--- src/rtl/cfa_div_stage.sv ---
`timescale 1ns / 1ps
`default_nettype none
// ----------------------------------------------------------------------------
// cfa_div_stage
// One restoring-division step for both result parts, registered.
// ----------------------------------------------------------------------------
module cfa_div_stage #(
  parameter int DW = 16,
  parameter int F  = 8,
  parameter int K  = 0
) (
  input  wire logic               clk,
  input  wire logic               rst,
  input  wire logic               en,
  input  wire logic               in_v,
  input  wire logic [3*DW+F:0]    in_rem_re,
  input  wire logic [3*DW+F:0]    in_rem_im,
  input  wire logic [DW-1:0]      in_q_re,
  input  wire logic [DW-1:0]      in_q_im,
  input  wire logic [2*DW-1:0]    in_den,
  input  wire logic [4*DW+8:0]    in_side,
  output logic                    out_v,
  output logic [3*DW+F:0]         out_rem_re,
  output logic [3*DW+F:0]         out_rem_im,
  output logic [DW-1:0]           out_q_re,
  output logic [DW-1:0]           out_q_im,
  output logic [2*DW-1:0]         out_den,
  output logic [4*DW+8:0]         out_side
);
  localparam int XW = 3 * DW + F + 1;

  // shifted divisor and trial compares
  logic [XW-1:0] dk;
  logic          take_re, take_im;
  logic [DW-1:0] qbit;

  always_comb begin
    dk      = XW'(in_den) << K;
    take_re = (in_rem_re >= dk);
    take_im = (in_rem_im >= dk);
    qbit    = DW'(1) << K;
  end

  always_ff @(posedge clk) begin
    if (rst) begin
      out_v <= 1'b0;
    end else if (en) begin
      out_v <= in_v;
    end
    if (en) begin
      out_rem_re <= take_re ? in_rem_re - dk : in_rem_re;
      out_rem_im <= take_im ? in_rem_im - dk : in_rem_im;
      out_q_re   <= take_re ? (in_q_re | qbit) : in_q_re;
      out_q_im   <= take_im ? (in_q_im | qbit) : in_q_im;
      out_den    <= in_den;
      out_side   <= in_side;
    end
  end

endmodule
`default_nettype wire

--- config.mk ---
export PLATFORM = sky130hd
export DESIGN_NAME = cfa_div_stage
export DESIGN_NICKNAME = d
export VERILOG_FILES = /design/src/rtl/cfa_div_stage.sv
export SDC_FILE = /design/constraint.sdc
export NUM_CORES = 1
export LEC_CHECK = 0
export ABC_CLOCK_PERIOD_IN_PS = 3400
export BUFFER_PORTS_ARGS = -buffer_cell sky130_fd_sc_hd__buf_2
export CAP_MARGIN = 25
export CELL_PAD_IN_SITES_DETAIL_PLACEMENT = 2
export CELL_PAD_IN_SITES_GLOBAL_PLACEMENT = 2
export CORE_MARGIN = 1.5
export CORE_UTILIZATION = 31
export DETAILED_ROUTE_END_ITERATION = 8
export GPL_ROUTABILITY_DRIVEN = 0
export PLACE_DENSITY = 0.82
export SLEW_MARGIN = 20
export SYNTH_ARGS = -nofsm -noshare
export SYNTH_HDL_FRONTEND = slang
export SYNTH_SLANG_ARGS = --single-unit
export TNS_END_PERCENT = 5
--- constraint.sdc ---
create_clock -name clk -period 3.4 [get_ports clk]
set_input_delay 0.17 -clock clk [delete_from_list [all_inputs] [get_ports clk]]
set_output_delay 0.17 -clock clk [all_outputs]
set_load 0.05 [all_outputs]
==> reports/metrics.csv <==
metric;value;unit
Total GRT Usage;0.332;
crit path max fanout;5;
number of vias per cell;5.45;
Period minus WS final;3.46;ns
worst skew pair latency;0.56;ns
Seq pwr share;0.380;
clock network fraction of design power;0.299;
max incr delay on CP;0.52;ns
Residual DRC;0;
fin crit share;1.02;
vias in the first global route;15426;
Clock Tree Root;clkbuf_16;
post-synth top area cell;edfxtp_1;
Tightest Pin Transition;0.840;ns
Routed Antenna Nets;0;
worst reg2reg path startpoint;out_v$_SDFFE_PP0P_;
placed instance area;17100;um^2
Hold Path Sink;out_rem_re[13]$_DFFE_PP_;
Critical Path Sink Type;register;
via count;13895;
P_int;6.47;mW
Design Area, Final;20600;um^2
relative slew slack;0.435;
combinational power share;0.321;
sw frac;0.378;
Commonest cells post-synth;edfxtp_1, a21oi_1, nor2_1;
HPWL after detailed placement;49.8;mm
Worst Clk Skew;0;ns
I/O pin count;507;
CP cell instances;dlygate4sd3_1 -> buf_2 -> inv_1 -> ha_1 -> nand4_1 -> or3_1 -> o21bai_1 -> a21oi_1 -> nor2_2 -> and3b_1 -> buf_4 -> nor3_2 -> nand3_1 -> xnor2_1;
outcome;complete, but fails checks;
Post-Syn Area;13400;um^2
CTS Buf Count;28;
Power Density;505;nW/um^2
total core area;42200;um^2
port buffer count;506;
# setup viols final;10;
Max Cap Viol;0;
Starting Density;0.317;
asr flop ratio synth;0;
worst r2r path cells;3;
RSZ-0062 raised after global routing;true;
Pre-antenna DRT Iters;5;
Fin. Hold Viols;0;
largest net degree at the start of global routing;82;
WHS Path Cells;3;
Buf/Inv on CP;4;
Worst Hold Class;in -> reg;
nets;2300;
delay-heaviest family, CP;simple AND/OR/NAND/NOR gates;
Synth cell types;72;
VDD IR-drop max;0.374;mV
cells after synthesis;1163;
CTS max path bufs;3;
wire per inst;30.1;um
Worst EP required;3.72;ns
H-tree lvl count;1;
Area Growth Syn to Fin;53.9;%
Die H;211;um
max-slew violation count;0;
First DRT Iteration DRCs;903;
r2r setup slk;2.18;ns
Synth Net Count;1484;
Arr. time, crit path;3.77;ns
crit path launch type;primary input;
first-pass GRT wire length;108;mm
Seq/Total Area, Yosys;0.565;
Avg Synthesized Cell Area;11.5;um^2
top post-synthesis cells by area;edfxtp_1, ha_1, a21oi_1;
CP Class;in -> reg;
Yosys reg bits;252;
Leakage;8.79;nW
sw power;3.94;mW
failing checks;setup timing;
die area;44400;um^2
cell with the most instances after synthesis;edfxtp_1;
Hold Path Origin;in_rem_re[13];
Die W;211;um
R2R Path End;out_v$_SDFFE_PP0P_;
final WL;76.7;mm
Clock Pin Slew Worst Setup and Hold Paths;0.07;ns
initial antenna violation count;16;
site row count;75;
clock sinks;252;
Max Clk Rate;289;MHz
CTS tree;done;
total gr overflow;0;
final setup margin;-0.0561;ns
Top FF cell, synth;edfxtp_1;
Ys Warns;0;
setup TNS;-0.277;ns
Post-synth EDFFs;251;
Synth top area share;0.563;
Critical-path top delay cell;dlygate4sd3_1;
ratio of cells with drive above 1 in the final layout;0.348;
cell type report:
type,count,area (um^2)
diodes,11,27.5
clock buffers,34,723
clock inverters,17,140
fillers,4274,21600
inverters,50,188
multi-input cells,817,5660
flip-flops and latches,252,7560
well taps,539,674
repair buffers,830,5620
worst reg2reg max path, stage by stage, from the launching register on:
cell	delay (ns)
dfxtp_1	0.32
mux2i_1	0.17
nor2_1	0.06
dlygate4sd3_1	0.56
how the worst max path moves through the flow:
stage,start,endpoint,depth (start not counted)
after floorplan,in_den[2],out_rem_re[52]$_DFFE_PP_,11
after global placement,in_den[2],out_rem_re[52]$_DFFE_PP_,12
after detailed placement,in_den[24],out_rem_im[43]$_DFFE_PP_,12
after CTS,in_rem_re[21],out_rem_re[49]$_DFFE_PP_,13
after global routing,in_den[18],out_rem_re[49]$_DFFE_PP_,14
final,in_den[18],out_rem_re[49]$_DFFE_PP_,14
logic make-up after synthesis:
family,after synthesis,share of synthesized area
adder cells (fa/ha/maj),66,0.0628
flip-flops,252,0.565
AO/OA/AOI/OAI,270,0.128
AND/OR/NAND/NOR,365,0.138
multiplexers,13,0.0108
buffers and inverters,94,0.0272
XOR/XNOR,103,0.0674
what timing repair did:
item | in CTS | in global routing
resized for setup | 0 | 42
hold endpoints to repair | 235 | 0
buffers inserted | 0 | 3
setup endpoints to repair | 0 | 95
hold buffers | 236 | 0
cells in the final DEF (no fill, tap or decap), types with 13 or more instances in the layout:
master / n
nand2_1: 70
xor2_1: 44
nand3_1: 29
dlygate4sd3_1: 236
inv_1: 49
a21oi_1: 112
nor3_1: 21
nor2_1: 109
xnor2_1: 57
edfxtp_1: 251
clkbuf_16: 28
nand2b_1: 14
ha_1: 64
nor4_1: 13
nand4_1: 26
buf_2: 505
o21ai_0: 34
o21a_1: 15
a21o_1: 25
buf_4: 83
sequential cells by signal, indices dropped and copies added (netlist names):
register    count
out_q_re       16
out_rem_re     57
out_v           1
out_side       73
out_den        32
out_rem_im     57
out_q_im       16
metrics by stage:
step | instances | total power, mW | hold WS [ns] | setup slack [ns] | util
2_1_floorplan | 1163 | 5.84 | 0.242 | 0.282 | -
3_3_place_gp | 2249 | 6.82 | 0.347 | 0.00531 | 0.405
3_5_place_dp | 2249 | 6.92 | 0.348 | -0.240 | 0.405
4_1_cts | 2536 | 10.2 | 0.00297 | 0.00420 | 0.482
5_1_grt | 2545 | 10.7 | 0.00490 | -0.164 | 0.487
6_report | 2550 | 10.4 | 0.0294 | -0.0561 | 0.488
power groups by stage:
stage	sequential (mW)	clock (mW)	combinational, mW
3_5_place_dp	3.97	0	2.95
6_report	3.95	3.11	3.35
4_1_cts	3.91	3.04	3.20
2_1_floorplan	5.07	0	0.772
5_1_grt	3.97	3.25	3.47
3_3_place_gp	3.95	0	2.87
routing by layer:
metal | wire length [um] | track usage
met1 | 27600 | 0.365
met2 | 38900 | 0.604
met3 | 5350 | 0.0718
met4 | 4820 | 0.163
met5 | 64 | 0
Note: power is estimated with default switching activity, not from simulation.
