`src/rtl/cfa_pkg.sv`:
```
`timescale 1ns / 1ps
`default_nettype none
// ----------------------------------------------------------------------------
// cfa_pkg
// Shared operation and status codes for the complex fixed-point ALU.
// ----------------------------------------------------------------------------
package cfa_pkg;

  // operation codes carried with each input beat
  typedef enum logic [1:0] {
    OP_ADD = 2'd0,
    OP_SUB = 2'd1,
    OP_MUL = 2'd2,
    OP_DIV = 2'd3
  } cmd_t;

  // result status codes
  typedef enum logic [1:0] {
    ST_OK   = 2'd0,
    ST_DIV0 = 2'd1,
    ST_SAT  = 2'd2
  } status_t;

endpackage
`default_nettype wire

```
`src/rtl/cfa_back.sv`:
```
`timescale 1ns / 1ps
`default_nettype none
// ----------------------------------------------------------------------------
// cfa_back
// Result select, sign, saturation, status and output register.
// ----------------------------------------------------------------------------
module cfa_back #(
  parameter int DW = 16
) (
  input  wire logic               clk,
  input  wire logic               rst,
  input  wire logic               en,
  input  wire logic               in_v,
  input  wire logic [DW-1:0]      in_q_re,
  input  wire logic [DW-1:0]      in_q_im,
  input  wire logic [4*DW+8:0]    in_side,
  output logic                    out_v,
  output logic signed [DW-1:0]    out_re,
  output logic signed [DW-1:0]    out_im,
  output logic [1:0]              out_status
);
  localparam int SW = 2 * DW + 1;
  localparam logic [DW-1:0] HALF = {1'b1, {(DW-1){1'b0}}};
  localparam logic signed [SW-1:0] MAXV = SW'({1'b0, {(DW-1){1'b1}}});
  localparam logic signed [SW-1:0] MINV = ~MAXV;

  // unpack side info
  cfa_pkg::cmd_t        cmd;
  logic                 div0, ovf_re, ovf_im, neg_re, neg_im;
  logic signed [SW-1:0] lin_re, lin_im;

  always_comb begin
    lin_im = in_side[SW-1:0];
    lin_re = in_side[2*SW-1:SW];
    neg_im = in_side[2*SW];
    neg_re = in_side[2*SW+1];
    ovf_im = in_side[2*SW+2];
    ovf_re = in_side[2*SW+3];
    div0   = in_side[2*SW+4];
    cmd    = cfa_pkg::cmd_t'(in_side[2*SW+6:2*SW+5]);
  end

  // saturate and pick result
  logic                  sat_re, sat_im;
  logic [DW-1:0]         re_next, im_next;
  cfa_pkg::status_t      status_next;

  always_comb begin
    sat_re = 1'b0;
    sat_im = 1'b0;
    if (cmd == cfa_pkg::OP_DIV) begin
      sat_re = ovf_re || (neg_re ? (in_q_re > HALF) : (in_q_re > HALF - DW'(1)));
      sat_im = ovf_im || (neg_im ? (in_q_im > HALF) : (in_q_im > HALF - DW'(1)));
      if (sat_re) begin
        re_next = neg_re ? HALF : ~HALF;
      end else begin
        re_next = neg_re ? (~in_q_re + DW'(1)) : in_q_re;
      end
      if (sat_im) begin
        im_next = neg_im ? HALF : ~HALF;
      end else begin
        im_next = neg_im ? (~in_q_im + DW'(1)) : in_q_im;
      end
    end else begin
      sat_re  = (lin_re > MAXV) || (lin_re < MINV);
      sat_im  = (lin_im > MAXV) || (lin_im < MINV);
      re_next = (lin_re > MAXV) ? ~HALF : (lin_re < MINV) ? HALF : lin_re[DW-1:0];
      im_next = (lin_im > MAXV) ? ~HALF : (lin_im < MINV) ? HALF : lin_im[DW-1:0];
    end
    if (cmd == cfa_pkg::OP_DIV && div0) begin
      re_next     = '0;
      im_next     = '0;
      status_next = cfa_pkg::ST_DIV0;
    end else if (sat_re || sat_im) begin
      status_next = cfa_pkg::ST_SAT;
    end else begin
      status_next = cfa_pkg::ST_OK;
    end
  end

  // output register
  always_ff @(posedge clk) begin
    if (rst) begin
      out_v <= 1'b0;
    end else if (en) begin
      out_v <= in_v;
    end
    if (en) begin
      out_re     <= re_next;
      out_im     <= im_next;
      out_status <= status_next;
    end
  end

endmodule
`default_nettype wire

```
`config.mk`:
```
export PLATFORM = sky130hd
export DESIGN_NAME = cfa_back
export DESIGN_NICKNAME = d
export VERILOG_FILES = /design/src/rtl/cfa_pkg.sv /design/src/rtl/cfa_back.sv
export SDC_FILE = /design/constraint.sdc
export NUM_CORES = 1
export LEC_CHECK = 0
export BUFFER_PORTS_ARGS = -buffer_cell sky130_fd_sc_hd__buf_2
export CAP_MARGIN = 10
export CORE_MARGIN = 5
export CORE_UTILIZATION = 35
export CTS_CLUSTER_DIAMETER = 50
export DETAILED_ROUTE_END_ITERATION = 7
export PLACE_DENSITY = 0.76
export SYNTH_ARGS = -nofsm -noshare
export SYNTH_HDL_FRONTEND = slang
export SYNTH_SLANG_ARGS = --single-unit
export TNS_END_PERCENT = 30
```
`constraint.sdc`:
```
create_clock -name clk -period 3.45 [get_ports clk]
set_input_delay 0.8625 -clock clk [delete_from_list [all_inputs] [get_ports clk]]
set_output_delay 0.8625 -clock clk [all_outputs]
set_load 0.05 [all_outputs]
```
==> run_summary.xml <==
<?xml version="1.0" encoding="UTF-8"?>
<metrics>
  <group name="worst_setup_path">
    <metric name="critical-path-slowest-cell" unit="">or3b_2</metric>
    <metric name="timing.critical_path.from_type" unit="">input pin</metric>
    <metric name="timing.critical_path.arrival" unit="ns">2.83</metric>
    <metric name="worst_ep_required_time" unit="ns">3.42</metric>
    <metric name="worst_setup_path_end_kind" unit="">flip-flop</metric>
    <metric name="timing.critical_path.cells" unit="">buf_2 &gt; inv_1 &gt; ha_1 &gt; or3b_2 &gt; nor4_1 &gt; mux2_2 &gt; nand3_1 &gt; o211ai_1</metric>
    <metric name="setup.worst_path.class" unit="">input pin to flip-flop</metric>
    <metric name="critical_path.max_stage_delay" unit="ns">0.54</metric>
    <metric name="worst-path-max-fanout" unit="">6</metric>
    <metric name="depth_of_the_worst_register_to_register_path" unit="">2</metric>
  </group>
  <group name="detailed_routing">
    <metric name="post_route_antenna_net_violation_count" unit="">0</metric>
    <metric name="detail_route.first_pass.iterations" unit="">5</metric>
    <metric name="total_number_of_vias" unit="">2957</metric>
    <metric name="drc_errors" unit="">0</metric>
    <metric name="avgRoutedWirePerCell" unit="um">16.1</metric>
    <metric name="routed_via_density" unit="">5.52</metric>
    <metric name="first_iter_violations" unit="">172</metric>
    <metric name="drt-total-wl" unit="um">8650</metric>
  </group>
  <group name="sta">
    <metric name="finalWorstPathRequiredPeriod" unit="ns">2.86</metric>
    <metric name="fmax" unit="MHz">350</metric>
    <metric name="finalHoldViolCount" unit="">0</metric>
    <metric name="timing.final.max_slew_violations" unit="">0</metric>
    <metric name="finalClockSkew" unit="ns">0</metric>
    <metric name="timing.final.ws_setup" unit="ns">0.594</metric>
    <metric name="report.final.setup_viol" unit="">0</metric>
    <metric name="max-slew-margin-rel" unit="%">32.0</metric>
    <metric name="final.hold.worst_slack" unit="ns">0.520</metric>
    <metric name="setup_tns_final" unit="ns">0</metric>
    <metric name="transition_time_at_the_pin_with_the_least_slew_margin" unit="ns">1.02</metric>
    <metric name="min_period_over_period" unit="%">82.8</metric>
    <metric name="unrepaired_setup_endpoints_after_global_routing" unit="">false</metric>
  </group>
  <group name="placement">
    <metric name="dp_worst_setup_slack" unit="ns">0.408</metric>
    <metric name="placed_cells_incl_taps" unit="">529</metric>
    <metric name="dpl_cell_area" unit="sq mm">0.00351</metric>
    <metric name="place_congestion" unit="">0.905</metric>
    <metric name="hpwl" unit="um">6920</metric>
    <metric name="buffer_ports.inserted" unit="">143</metric>
  </group>
  <group name="logic_synthesis">
    <metric name="synth-warning-count" unit="">0</metric>
    <metric name="post_synthesis_register_bit_count" unit="">35</metric>
    <metric name="synth_async_sr_flop_share" unit="%">0</metric>
    <metric name="synthAdderAreaFrac" unit="%">0.907</metric>
    <metric name="netlist-cell-type-count" unit="">63</metric>
    <metric name="synth-main-ff-cell" unit="">edfxtp_1</metric>
    <metric name="synthSimpleGateAreaFrac" unit="%">23.4</metric>
    <metric name="dominant_combinational_cell_family_by_area_after_synthesis" unit="">compound AO/OA/AOI/OAI gates</metric>
    <metric name="synth_edf_count" unit="">34</metric>
    <metric name="post_synth_inst_count" unit="">299</metric>
    <metric name="syn-num-nets" unit="">410</metric>
    <metric name="muxShareOfSynthArea" unit="%">1.54</metric>
    <metric name="netlist_area" unit="sq mm">0.00276</metric>
    <metric name="yosysSeqAreaShare" unit="%">37.7</metric>
    <metric name="syn_avg_cell_area" unit="sq um">9.22</metric>
    <metric name="synth_compound_gate_area_share" unit="%">25.7</metric>
    <metric name="synth_xor_xnor_area_share" unit="%">5.40</metric>
  </group>
  <group name="finish">
    <metric name="layout-area-overhead-vs-synth" unit="%">30.1</metric>
    <metric name="antennaDiodeCount" unit="">0</metric>
    <metric name="design.final.nets" unit="">545</metric>
    <metric name="post_route_cells_drive_above_1_share" unit="%">39.4</metric>
    <metric name="filler_cell_count" unit="">747</metric>
    <metric name="fin_cells" unit="">536</metric>
    <metric name="summed_area_of_non_filler_cells_in_the_final_layout" unit="sq mm">0.00359</metric>
  </group>
  <group name="grt">
    <metric name="grt_antenna_before_repair" unit="">0</metric>
    <metric name="grt_first_pass_wirelength" unit="um">13700</metric>
    <metric name="first_global_vias" unit="">2783</metric>
    <metric name="gr-usage-all-layers" unit="%">17.0</metric>
    <metric name="gr-total-overflow" unit="">0</metric>
    <metric name="grt_max_degree" unit="">36</metric>
  </group>
  <group name="cts">
    <metric name="root_buffer" unit="">clkbuf_8</metric>
    <metric name="post-cts-setup-buffer-count" unit="">0</metric>
    <metric name="ctsHtreeMaxLevel" unit="">2</metric>
    <metric name="tritoncts" unit="">yes</metric>
    <metric name="cts_num_sinks" unit="">35</metric>
    <metric name="cts-hold-fix-buffers" unit="">0</metric>
    <metric name="clkLatencyLatePin" unit="ns">0.27</metric>
    <metric name="cts_inserted_buffers" unit="">5</metric>
    <metric name="cts.reportedPaths.clkPinSlew" unit="ns">0.06</metric>
    <metric name="max-clock-path-buffers" unit="">2</metric>
    <metric name="cts-resized-gates" unit="">0</metric>
  </group>
  <group name="pwr">
    <metric name="combinationalPowerShare" unit="%">35.3</metric>
    <metric name="power_frac_seq" unit="%">42.3</metric>
    <metric name="total_switching_power" unit="uW">460</metric>
    <metric name="p_per_area" unit="mW/mm^2">347</metric>
    <metric name="netSwitchingFraction" unit="%">36.9</metric>
    <metric name="vdd_drop_max" unit="mV">0.138</metric>
    <metric name="internal_power" unit="uW">786</metric>
    <metric name="clock_power_share" unit="%">22.4</metric>
    <metric name="p_leak" unit="nW">1.48</metric>
  </group>
  <group name="floorplan">
    <metric name="die_area" unit="sq mm">0.00975</metric>
    <metric name="placeableCoreArea" unit="sq mm">0.00769</metric>
    <metric name="die-height" unit="um">98.8</metric>
    <metric name="fp-row-count" unit="">32</metric>
    <metric name="initial_core_util" unit="%">35.9</metric>
    <metric name="die-width" unit="um">98.8</metric>
    <metric name="num_io_pins" unit="">144</metric>
  </group>
  <group name="worst_hold_path">
    <metric name="hold_path_class" unit="">flip-flop to flip-flop</metric>
    <metric name="worstHoldPathCells" unit="">2</metric>
  </group>
  <group name="job">
    <metric name="cap_viol_max_count" unit="">0</metric>
  </group>
  <group name="run_status">
    <metric name="run_status" unit="">finished clean</metric>
  </group>
</metrics>
-- cell usage after synthesis (2+ instances only) --
master,count,area [sq um]
nor3_1,13,65.1
o211ai_1,18,135
buf_2,2,10.0
o31ai_1,6,45.0
a2bb2oi_1,2,17.5
a21oi_1,12,60.1
a211oi_1,2,15.0
buf_6,3,33.8
ha_1,2,25.0
o221ai_1,4,35.0
o41ai_1,3,26.3
xnor2_1,5,43.8
o21ai_0,13,65.1
mux2i_1,2,20.0
a31oi_1,5,31.3
a211oi_2,3,37.5
buf_4,2,15.0
a221oi_2,2,30.0
nor2_1,15,56.3
a41o_1,2,20.0
edfxtp_1,34,1020
or4_1,3,22.5
nand2b_1,2,12.5
nand3_1,7,35.0
clkbuf_1,9,33.8
xor2_1,12,105
or2_2,2,12.5
nand2_1,42,158
or3_1,6,37.5
nor4_1,12,75.1
inv_1,9,33.8
a22oi_1,6,45.0
nand4_1,9,56.3
-- worst max-delay path, delay by kind of cell --
| kind | cells | cell delay [ns] |
|---|---|---|
| and+or+nand+nor | 3 | 0.98 |
| buffers and inverters | 2 | 0.23 |
| muxes | 1 | 0.39 |
| AOI/OAI and AO/OA | 1 | 0.15 |
| adders and majority gates | 1 | 0.22 |
-- per-stage QoR --
step | util, % | total power, mW
2_1_floorplan | - | 0.821
3_3_place_gp | 45.7 | 0.971
3_5_place_dp | 45.7 | 0.976
4_1_cts | 46.7 | 1.25
5_1_grt | 46.7 | 1.31
6_report | 46.7 | 1.25
-- flip-flops by register name (all words and copies together) (netlist names) --
signal,flops
out_status,2
out_v,1
out_im,16
out_re,16
-- power groups by stage --
| stage | registers, mW | logic, mW | clock network, mW |
|---|---|---|---|
| floorplan | 0.685 | 0.135 | 0 |
| global placement | 0.538 | 0.433 | 0 |
| detailed placement | 0.537 | 0.438 | 0 |
| CTS | 0.528 | 0.439 | 0.285 |
| global route | 0.531 | 0.471 | 0.308 |
| finish | 0.527 | 0.440 | 0.279 |
-- cell type report --
cell class              instances  area [sq um]  share of cell area, %
clock inverters                 2          8.76                  0.244
multi-input cells             237          1570                   43.8
inverters                       9          33.8                  0.941
flip-flops and latches         35          1040                   29.0
well taps                     102           128                   3.56
clock buffers                   5          68.8                   1.92
repair buffers                146           738                   20.6
-- routing by layer --
| layer | global-route usage (%) | part of all wire [%] | vias up |
|---|---|---|---|
| met3 | 3.33 | 8.6 | 12 |
| met4 | 4.83 | 1.6 | 0 |
| met5 | 0 | 0 | - |
| li1 | - | - | 1444 |
| met2 | 28.2 | 47 | 153 |
| met1 | 22.6 | 43 | 1348 |
-- final timing paths --
kind,from,to,slack [ns]
setup reg to reg,out_v,out_v,2.85
setup / recovery,in_q_re[0],out_re[12],0.59
hold reg to reg,out_v,out_v,0.52
hold / removal,out_v,out_v,0.52
-- cells in the final DEF (no fill, tap or decap), types with 4 or more instances in the layout --
cell type / instances
o221ai_1: 4
o31ai_1: 6
o211ai_1: 18
nor3_1: 13
a22oi_1: 6
xnor2_1: 5
nor2_1: 15
nor4_1: 12
buf_2: 143
inv_1: 9
or3_1: 6
o21ai_0: 13
nand3_1: 7
a31oi_1: 5
a21oi_1: 12
edfxtp_1: 34
nand4_1: 9
xor2_1: 12
nand2_1: 42
clkbuf_8: 5
-- cells by family (layout without fill, tap and decap cells) --
logic type / after synthesis / in the layout
compound gates: 91 / 91
buf+inv: 27 / 162
fa+ha+maj: 2 / 2
flops: 35 / 35
xor+xnor: 17 / 17
mux: 4 / 4
simple gates: 123 / 123
Power figures use the tool's default switching activity.
